==> config.mk <==
export PLATFORM = sky130hd
export DESIGN_NAME = stack_with_delete_by_value_core
export DESIGN_NICKNAME = d
export VERILOG_FILES = /design/src/sv/sdel_pkg.sv /design/src/sv/sdel_ram.sv /design/src/sv/stack_with_delete_by_value_core.sv
export SDC_FILE = /design/constraint.sdc
export NUM_CORES = 1
export LEC_CHECK = 0
export BUFFER_PORTS_ARGS = -buffer_cell sky130_fd_sc_hd__buf_2
export CORE_MARGIN = 5
export CORE_UTILIZATION = 60
export CTS_CLUSTER_DIAMETER = 40
export DETAILED_ROUTE_END_ITERATION = 16
export PLACE_DENSITY = 0.77
export SLEW_MARGIN = 20
export SYNTH_ARGS = -nofsm -noshare
export SYNTH_HDL_FRONTEND = slang
export SYNTH_SLANG_ARGS = --single-unit
==> constraint.sdc <==
create_clock -name clk_i -period 4.4 [get_ports clk_i]
set_input_delay 0.44 -clock clk_i [delete_from_list [all_inputs] [get_ports clk_i]]
set_output_delay 0.44 -clock clk_i [all_outputs]
set_load 0.02 [all_outputs]
==> src/sv/sdel_pkg.sv <==
package sdel_pkg;

  // Default number of words the stack holds
  localparam int unsigned STACK_DEPTH_DEF = 16;

  // Field widths
  localparam int unsigned WORD_W   = 32;
  localparam int unsigned CMD_W    = 2;
  localparam int unsigned STATUS_W = 2;
  localparam int unsigned OCC_W    = 5;

  // Stream payload widths (padded to whole bytes)
  localparam int unsigned IN_TDATA_W  = 32;
  localparam int unsigned OUT_TDATA_W = 40;

  // Commands
  typedef enum logic [CMD_W-1:0] {
    CMD_PUSH   = 2'd0,
    CMD_POP    = 2'd1,
    CMD_PEEK   = 2'd2,
    CMD_DELETE = 2'd3
  } cmd_e;

  // Result status codes
  typedef enum logic [STATUS_W-1:0] {
    STAT_OK        = 2'd0,
    STAT_EMPTY     = 2'd1,
    STAT_NOT_FOUND = 2'd2,
    STAT_FULL      = 2'd3
  } status_e;

endpackage

==> src/sv/sdel_ram.sv <==
module sdel_ram import sdel_pkg::*; #(
  parameter int unsigned STACK_DEPTH = STACK_DEPTH_DEF,
  localparam int unsigned AW = $clog2(STACK_DEPTH)
) (
  input  logic              clk_i,
  input  logic              we_i,
  input  logic [AW-1:0]     waddr_i,
  input  logic [WORD_W-1:0] wdata_i,
  input  logic [AW-1:0]     raddr_i,
  output logic [WORD_W-1:0] rdata_o
);

  logic [WORD_W-1:0] mem [STACK_DEPTH];
  logic [WORD_W-1:0] rdata_q;

  // Write one word per cycle
  always_ff @(posedge clk_i) begin
    if (we_i) begin
      mem[waddr_i] <= wdata_i;
    end
  end

  // Read one word per cycle, registered
  always_ff @(posedge clk_i) begin
    rdata_q <= mem[raddr_i];
  end

  assign rdata_o = rdata_q;

endmodule

==> src/sv/stack_with_delete_by_value_core.sv <==
// Channel   Dir  tdata (low bit up)                    tuser
// s_axis    in   operand_value[31:0]                   cmd[1:0]
// m_axis    out  result_value[31:0], occupancy[36:32]  status[1:0]
//
// Push, pop and peek run in S_EXEC after the accepting cycle. Delete scans
// one stored word per cycle through the single read port of the store, from
// the top down; on a match below the top, S_SHIFT_RD and then S_SHIFT_WR move
// each word above it down by one, and a miss ends at the bottom word.
// Input is taken only while the sequencer is idle; a result waits in the
// output register, and while m_axis stalls the next result waits in S_DONE,
// which also holds back new input.
// Reset empties the stack at once; the store needs no clearing pass.
module stack_with_delete_by_value_core import sdel_pkg::*; #(
  parameter int unsigned STACK_DEPTH = STACK_DEPTH_DEF
) (
  input  logic                   clk_i,
  input  logic                   rst_ni,
  input  logic                   s_axis_tvalid_i,
  output logic                   s_axis_tready_o,
  input  logic [IN_TDATA_W-1:0]  s_axis_tdata_i,  // operand_value[31:0]
  input  logic [CMD_W-1:0]       s_axis_tuser_i,  // cmd[1:0]
  output logic                   m_axis_tvalid_o,
  input  logic                   m_axis_tready_i,
  output logic [OUT_TDATA_W-1:0] m_axis_tdata_o,  // result_value[31:0], occupancy[36:32]
  output logic [STATUS_W-1:0]    m_axis_tuser_o   // status[1:0]
);

  localparam int unsigned AW    = $clog2(STACK_DEPTH);
  localparam int unsigned CNT_W = $clog2(STACK_DEPTH + 1);

  typedef enum logic [2:0] {
    S_IDLE,
    S_EXEC,
    S_SEARCH,
    S_SHIFT_RD,
    S_SHIFT_WR,
    S_DONE
  } state_e;

  state_e                  state_q, state_d;
  logic [CNT_W-1:0]        count_q, count_d;
  logic [AW-1:0]           addr_q, addr_d;
  cmd_e                    cmd_q;
  logic [WORD_W-1:0]       opnd_q;
  logic [WORD_W-1:0]       pend_value_q;
  status_e                 pend_status_q;
  logic [OCC_W-1:0]        pend_occ_q;
  logic                    out_valid_q;
  logic [OUT_TDATA_W-1:0]  out_data_q;
  logic [STATUS_W-1:0]     out_user_q;

  logic                    in_accept;
  logic                    out_free;
  logic                    fin;
  logic [WORD_W-1:0]       fin_value;
  status_e                 fin_status;
  logic [OCC_W-1:0]        fin_occ;
  logic                    mem_we;
  logic [AW-1:0]           mem_waddr;
  logic [WORD_W-1:0]       mem_wdata;
  logic [AW-1:0]           mem_raddr;
  logic [WORD_W-1:0]       mem_rdata;
  logic [CNT_W-1:0]        top_c;
  logic [CNT_W-1:0]        addr_p1_c;
  logic [CNT_W-1:0]        addr_p2_c;
  logic                    is_empty;
  logic                    is_full;
  logic                    word_match;

  assign in_accept  = s_axis_tvalid_i && s_axis_tready_o;
  assign out_free   = !out_valid_q || m_axis_tready_i;
  assign top_c      = count_q - 1'b1;
  assign addr_p1_c  = CNT_W'(addr_q) + 1'b1;
  assign addr_p2_c  = CNT_W'(addr_q) + CNT_W'(2);
  assign is_empty   = (count_q == '0);
  assign is_full    = (count_q == CNT_W'(STACK_DEPTH));
  // Comparator for the search
  assign word_match = (mem_rdata == opnd_q);

  sdel_ram #(
    .STACK_DEPTH(STACK_DEPTH)
  ) u_ram (
    .clk_i   (clk_i),
    .we_i    (mem_we),
    .waddr_i (mem_waddr),
    .wdata_i (mem_wdata),
    .raddr_i (mem_raddr),
    .rdata_o (mem_rdata)
  );

  // Sequence one command: decide, search, shift, report
  always_comb begin
    state_d    = state_q;
    count_d    = count_q;
    addr_d     = addr_q;
    fin        = 1'b0;
    fin_value  = '0;
    fin_status = STAT_OK;
    mem_we     = 1'b0;
    mem_waddr  = count_q[AW-1:0];
    mem_wdata  = opnd_q;
    mem_raddr  = top_c[AW-1:0];

    unique case (state_q)
      S_IDLE: begin
        if (in_accept) begin
          state_d = S_EXEC;
        end
      end
      S_EXEC: begin
        unique case (cmd_q)
          CMD_PUSH: begin
            fin = 1'b1;
            if (is_full) begin
              fin_status = STAT_FULL;
            end else begin
              mem_we  = 1'b1;
              count_d = count_q + 1'b1;
            end
          end
          CMD_POP: begin
            fin = 1'b1;
            if (is_empty) begin
              fin_value  = '1;
              fin_status = STAT_EMPTY;
            end else begin
              fin_value = mem_rdata;
              count_d   = top_c;
            end
          end
          CMD_PEEK: begin
            fin = 1'b1;
            if (is_empty) begin
              fin_value  = '1;
              fin_status = STAT_EMPTY;
            end else begin
              fin_value = mem_rdata;
            end
          end
          CMD_DELETE: begin
            if (is_empty) begin
              fin        = 1'b1;
              fin_status = STAT_EMPTY;
            end else begin
              addr_d  = top_c[AW-1:0];
              state_d = S_SEARCH;
            end
          end
          default: ;
        endcase
      end
      S_SEARCH: begin
        // read data holds the word at addr_q; fetch the one below
        mem_raddr = addr_q - 1'b1;
        if (word_match) begin
          if (addr_p1_c == count_q) begin
            fin     = 1'b1;
            count_d = top_c;
          end else begin
            state_d = S_SHIFT_RD;
          end
        end else if (addr_q == '0) begin
          fin        = 1'b1;
          fin_status = STAT_NOT_FOUND;
        end else begin
          addr_d = addr_q - 1'b1;
        end
      end
      S_SHIFT_RD: begin
        mem_raddr = addr_p1_c[AW-1:0];
        state_d   = S_SHIFT_WR;
      end
      S_SHIFT_WR: begin
        // move the word above down into the gap, prefetch the next one
        mem_we    = 1'b1;
        mem_waddr = addr_q;
        mem_wdata = mem_rdata;
        mem_raddr = addr_p2_c[AW-1:0];
        addr_d    = addr_p1_c[AW-1:0];
        if (addr_p2_c == count_q) begin
          fin     = 1'b1;
          count_d = top_c;
        end
      end
      S_DONE: begin
        if (out_free) begin
          state_d = S_IDLE;
        end
      end
      default: begin
        state_d = S_IDLE;
      end
    endcase

    if (fin) begin
      state_d = out_free ? S_IDLE : S_DONE;
    end
  end

  assign fin_occ = OCC_W'(count_d);

  // Hold state, operands, the waiting result and the output register
  always_ff @(posedge clk_i or negedge rst_ni) begin
    if (!rst_ni) begin
      state_q       <= S_IDLE;
      count_q       <= '0;
      addr_q        <= '0;
      cmd_q         <= CMD_PUSH;
      opnd_q        <= '0;
      pend_value_q  <= '0;
      pend_status_q <= STAT_OK;
      pend_occ_q    <= '0;
      out_valid_q   <= 1'b0;
      out_data_q    <= '0;
      out_user_q    <= '0;
    end else begin
      state_q <= state_d;
      count_q <= count_d;
      addr_q  <= addr_d;
      if (in_accept) begin
        cmd_q  <= cmd_e'(s_axis_tuser_i);
        opnd_q <= s_axis_tdata_i[WORD_W-1:0];
      end
      if (fin && out_free) begin
        out_valid_q <= 1'b1;
        out_data_q  <= {(OUT_TDATA_W - WORD_W - OCC_W)'(0), fin_occ, fin_value};
        out_user_q  <= fin_status;
      end else if (state_q == S_DONE && out_free) begin
        out_valid_q <= 1'b1;
        out_data_q  <= {(OUT_TDATA_W - WORD_W - OCC_W)'(0), pend_occ_q, pend_value_q};
        out_user_q  <= pend_status_q;
      end else begin
        if (fin) begin
          pend_value_q  <= fin_value;
          pend_status_q <= fin_status;
          pend_occ_q    <= fin_occ;
        end
        // drop the word once taken
        if (out_valid_q && m_axis_tready_i) begin
          out_valid_q <= 1'b0;
        end
      end
    end
  end

  assign s_axis_tready_o = (state_q == S_IDLE);
  assign m_axis_tvalid_o = out_valid_q;
  assign m_axis_tdata_o  = out_data_q;
  assign m_axis_tuser_o  = out_user_q;

endmodule

# --- After elaboration in Yosys (flattened, before gate mapping) ---
# Memories as Yosys holds them, arrays and structs flattened. A register that Yosys moved wholly into a read port is not among the register bits.
# Index checks and enable logic that the tools add are counted.
word_totals:
  register_bits: 128
  mem_bits_rw: 512
  in_bits: 38
  output_inout_bits: 44
  wordCells: 113
  mem_count: 1
op_classes:
  add_sub_neg: 5
  n_eq_ne: 23
  muxes: 52
  bitwise: 2
  n_reduce_logical: 19
mem_list:
  columns: ["memory", "depth", "width", "read_ports", "rd_clocked_by_memory_dff", "wr", "line_no", "source"]
  rows:
  - ["u_ram.mem", 16, 32, 1, 1, 1, "sdel_ram.sv:13", "logic [WORD_W-1:0] mem [STACK_DEPTH];"]
op_table:
  columns: ["cell", "count"]
  rows:
  - ["32-bit two-way mux", 4]
  - ["40-bit two-way mux", 2]
  - ["32-bit == test", 1]
  - ["5-bit two-way mux", 5]
  - ["3-bit two-way mux", 8]
  - ["4-bit case mux with 3 select lines", 2]
  - ["4-bit two-way mux", 5]
  - ["3-bit case mux with 6 select lines", 1]
  - ["3-bit inequality test (second input constant)", 5]
  - ["5-bit case mux with 3 select lines", 1]
  - ["1-bit two-way mux", 13]
  - ["5-bit == test", 2]
  - ["2-bit two-way mux", 5]
  - ["2-bit inequality test (second input constant)", 5]
  - ["5-bit case mux with 2 select lines", 1]
  - ["2-bit case mux with 2 select lines", 2]
  - ["7-bit AND reduction", 1]
  - ["3-bit by 2-bit == test with 1-bit output (second input constant)", 2]
  - ["3-bit == test (second input constant)", 2]
  - ["3-bit nonzero test", 2]
  - ["3-bit OR reduction", 2]
  - ["4-bit by 1-bit adder with 5-bit output (second input constant)", 1]
  - ["4-bit by 2-bit adder with 5-bit output (second input constant)", 1]
  - ["5-bit by 1-bit adder with 5-bit output (second input constant)", 1]
  - ["other kinds (21)", 27]

# --- Logic depth before layout (Yosys ltp) ---
depth:
  word_depth: 8
  ltp_mapped: 13
  mapped_depth_nobuf: 10

# --- Cells and area by module ---
# Synthesis repeated with hierarchy kept, for this count alone.
hier_totals:
  hier_cells: 1581
  hier_area_um2: 27337.5
by_module_without_submodules:
  columns: ["mod", "instances", "cells_per_inst", "area_each_um2", "seq_area_each_um2"]
  rows:
  - ["sdel_ram", 1, 838, 19835.3, 16015.4]
  - ["stack_with_delete_by_value_core", 1, 743, 7502.2, 3128.0]

# --- Least setup slack after synthesis ---
# Ideal clock, no wire load.
synth_path:
  kind: "reg-to-reg"
  startpoint: "register count_q[0]"
  endpoint: "memory u_ram.mem[11][0], enable pin"
  setup_time_ps: 421
  t_arrival_ps: 3047
  t_required_ps: 3979
  slack_ps: 932
  stages_incl_launch_ff: 10
  n_path_buf: 1
  period_less_slack_ps: 3468
  cell_sequence: "dfrtp_1 -> clkbuf_1 -> inv_1 -> ha_1 -> nor3b_1 -> nand2_1 -> nand2_1 -> nor2_1 -> a31oi_1 -> nor2_1"
synth_between:
  elab_chain_len: 6
  elab_cells_between_ends: 7
  classes_between: "1 x eq/ne; 6 x mux"
synth_lines:
  columns: ["element", "line_no", "source"]
  rows:
  - ["start: declaration", "stack_with_delete_by_value_core.sv:41", "logic [CNT_W-1:0] count_q, count_d;"]
  - ["start signal: assignment", "stack_with_delete_by_value_core.sv:218", "count_q <= count_d;"]
  - ["5-bit == test", "stack_with_delete_by_value_core.sv:76", "assign is_full = (count_q == CNT_W'(STACK_DEPTH));"]
  - ["1-bit two-way mux", "stack_with_delete_by_value_core.sv:114", "if (is_full) begin"]
  - ["1-bit two-way mux", "stack_with_delete_by_value_core.sv:111", "unique case (cmd_q)"]
  - ["1-bit case mux with 2 select lines", "stack_with_delete_by_value_core.sv:104", "unique case (state_q)"]
  - ["1-bit two-way mux", "sdel_ram.sv:18", "if (we_i) begin"]
  - ["1-bit two-way mux (implied by the code)", "sdel_ram.sv:19", "mem[waddr_i] <= wdata_i;"]
  - ["end: declaration", "sdel_ram.sv:13", null]
# Parallel ways exist; a longest one is shown, timed or not.

# --- Worst setup path in the final report ---
layout_path:
  startpoint: "register count_q[0]"
  endpoint: "register u_ram.rdata_q[22], in the netlist u_ram.rdata_o[22], read port of u_ram.mem"
layout_between:
  elab_chain_len: 2
layout_lines:
  columns: ["element", "line_no", "source"]
  rows:
  - ["5-bit by 1-bit subtractor with 5-bit output", "stack_with_delete_by_value_core.sv:72", "assign top_c = count_q - 1'b1;"]
  - ["4-bit case mux with 3 select lines", "stack_with_delete_by_value_core.sv:104", null]
  - ["end: declaration", "sdel_ram.sv:14", "logic [WORD_W-1:0] rdata_q;"]
# Every way passes these cells.
# A chain may end at the register's enable or synchronous reset.

==> reports/metrics.yaml <==
status: "finished, final reports clean"
dieHeight_um: 226
syn_area_um2: 28100
cts-root-buf: "clkbuf_16"
powerDensity_nw_per_um2: 879
worst_slew_pin_slew_ns: 1.11
start_util_pct: 60.5
cts.sinks: 669
critical_path_buf_inv_count: 3
setup_viol: 0
ctsResizeCount: 0
dieArea_um2: 51300
ys_ff_latch: 669
setup_slack_ns: 0.559
grt_first_pass_wirelength_um: 104000
wl_per_cell_um: 23.2
cts_hold_buf: 1
rsz0062_at_grt: "no"
vdd_drop_max_mv: 0.726
hpwl_um: 40700
first_pass_iters: 6
cpPeakStageDelay_ns: 0.92
crit_type: "flip-flop to flip-flop"
grt-ovfl-total: 0
drtIter0Drc: 1993
final_nets: 2284
place_area_um2: 29500
r2r_start: "count_q[0]"
tns_ns: 0
crit_path_frequent_cell: "a21oi_1"
die_x_um: 226
gp_congestion: 0.908
async_reset_ff_share_pct: 18.7
m1WireLength_um: 27400
worstHoldStart: "s_axis_tdata_i[5]"
grt_use_total_pct: 26.3
final_layout_size_suffix_gt1_share_pct: 16.5
vias_per_cell: 6.27
core_area_um2: 46500
htree_levels: 3
cp.arrival_ns: 4.36
cp-end-kind: "flip-flop"
startpoint_type: "flip-flop"
yosys_warnings: 0
totalWireLength_um: 67400
cts_setup_buffers: 0
required_ns: 4.92
synth-main-ff-cell: "edfxtp_1"
final_area_um2: 32000
cp_max_fo: 38
cts_made_buffers: 77
areaGrowthSynthToFinish_pct: 13.9
startpoint: "count_q[0]"
finalCriticalPeriod_ns: 3.84
timing.fmax_ghz: 0.260
clk_path_buf_depth: 3
slowest_stage: "o211ai_1"
worst_hold_path_type: "primary input to flip-flop"
slew_headroom_pct: 25.5
top_layer_used: "met4"
avgSynthCellArea_um2: 13.0
path_clk_slew_ns: 0.06
grt_max_degree: 135
wl_met2_um: 32200
insertedDiodeCount: 0
crit_family: "compound AO/OA/AOI/OAI gates"
met3_length_um: 6090
grt_pass1_vias: 17800
slew_violations: 0
dp_slack_ns: 0.637
maxCapViolations: 0
cts_tree: "yes"
rows: 79
finalClockSkew_ns: 0.0346
synth_edf_count: 512
ys_seq_area_share_pct: 68.1
worstPathCellList: "inv_1 > ha_1 > nor2_1 > a31oi_1 > o211ai_1 > buf_12 > buf_4 > a211oi_1 > a311oi_1 > a21oi_1 > a21oi_1"
antenna_found_initial: 1
num_io_pins: 82
clkLatencyLatePin_ns: 0.62
p_leak_nw: 11.4
vias: 18200
drc_errors: 0
syn_inst: 2167
antenna_left: 0
synth_cell_type_count: 65
io_buffers: 78
layout_worst_path_cycle_share_pct: 87.3
hold_violations: 0
[report_power, final]
group | switching (mW) | internal (mW)
combinational | 8.29 | 4.11
clock | 2.58 | 3.65
sequential | 0.805 | 8.70
[metal layers]
layer	global-route usage (%)	vias up
met3	5.19	116
met2	42.2	859
met1	36.8	9030
li1	-	8179
met5	0	-
met4	8.38	0
[flip-flops by register name, indices dropped and copies added, names as in the netlist, 3 cells and up]
signal / count
u_ram.mem: 512
count_q: 5
addr_q: 4
pend_occ_q: 5
opnd_q: 32
u_ram.rdata_o: 32
state_q: 3
pend_value_q: 32
m_axis_tdata_o: 37
[final timing paths]
| kind | endpoint | slack [ns] | cells past startpoint |
|---|---|---|---|
| worst max-delay path | u_ram.rdata_o[22] | 0.56 | 11 |
| worst min-delay path | opnd_q[5] | 0.06 | 2 |
| worst max register to register | u_ram.rdata_o[22] | 0.56 | 11 |
| worst min register to register | pend_status_q[0] | 0.49 | 2 |
| max in group asynchronous | pend_value_q[11] | 2.91 | 3 |
| min in group asynchronous | m_axis_tdata_o[34] | 0.48 | 2 |
[synth_stat cells, types with 4 or more instances]
library cell	n	area, um^2
edfxtp_1	512	15400
nand2_1	383	1440
a211oi_1	161	1210
and2_1	129	807
clkbuf_1	127	477
dfrtp_1	125	3130
a21oi_1	101	505
nor2_1	75	282
a31oi_1	74	463
mux2_2	68	766
a311oi_1	65	569
xor2_1	37	324
o21a_1	36	270
mux2i_1	34	340
dfxtp_1	32	641
o21ai_0	21	105
inv_1	17	63.8
nor3_1	14	70.1
buf_2	13	65.1
ha_1	13	163
a21oi_2	10	87.6
xnor2_1	10	87.6
nand2b_1	9	56.3
nor4_1	8	50.1
nand3_1	7	35.0
nor2b_1	7	43.8
buf_6	6	67.6
nor3b_1	5	37.5
o22ai_1	5	31.3
and3_1	4	25.0
buf_1	4	15.0
buf_4	4	30.0
[stage by stage]
step / hold WS, ns / utilization, % / cells / power (mW)
6_report: 0.0599 / 68.9 / 2901 / 28.1
5_1_grt: 0.0580 / 68.9 / 2901 / 29.7
4_1_cts: 0.0389 / 68.9 / 2900 / 28.1
3_5_place_dp: 0.471 / 63.4 / 2759 / 21.7
3_3_place_gp: 0.467 / 63.3 / 2756 / 21.3
2_1_floorplan: 0.144 / - / 2169 / 17.7
[cell families (layout without fill, tap and decap cells)]
logic type / after synthesis / count (layout) / synth area share (%)
AOI/OAI and AO/OA: 503 / 503 / 12.5
xor gates and xnor gates: 47 / 47 / 1.46
adders and majority gates: 13 / 13 / 0.579
buffers and inverters: 175 / 300 / 2.73
DFF: 669 / 669 / 68.1
muxes: 104 / 104 / 4.04
other: 1 / 3 / 0.0133
and+or+nand+nor: 655 / 655 / 10.6
[placed cells by master (no fill, tap or decap), types with 6 or more instances in the layout]
master / Yosys / routed
nor4_1: 8 / 8
a21oi_2: 10 / 10
nand2b_1: 9 / 9
clkinvlp_4: 0 / 9
nor3_1: 14 / 14
buf_2: 13 / 77
mux2_2: 68 / 68
edfxtp_1: 512 / 512
a311oi_1: 65 / 64
ha_1: 13 / 13
a21oi_1: 101 / 101
and2_1: 129 / 128
mux2i_1: 34 / 34
a211oi_1: 161 / 161
clkbuf_16: 0 / 78
o21a_1: 36 / 36
nor2_1: 75 / 58
clkbuf_1: 127 / 13
xnor2_1: 10 / 10
clkinv_2: 0 / 13
nor2b_1: 7 / 6
dfrtp_1: 125 / 125
inv_6: 0 / 7
buf_4: 4 / 45
inv_1: 17 / 17
xor2_1: 37 / 37
nand2_1: 383 / 383
dfxtp_1: 32 / 32
nand3_1: 7 / 6
nor2_4: 1 / 18
o21ai_0: 21 / 20
a31oi_1: 74 / 74
buf_12: 0 / 17
[layout make-up]
type | instances | area (um^2)
clock buffer | 94 | 2040
clock inverter | 46 | 465
sequential | 669 | 19100
multi-input combinational | 1325 | 8400
timing repair buffer | 142 | 1130
tap | 607 | 759
inverter | 18 | 67.6
fill | 3059 | 14400
No activity file was read; power rests on OpenSTA's default activity.
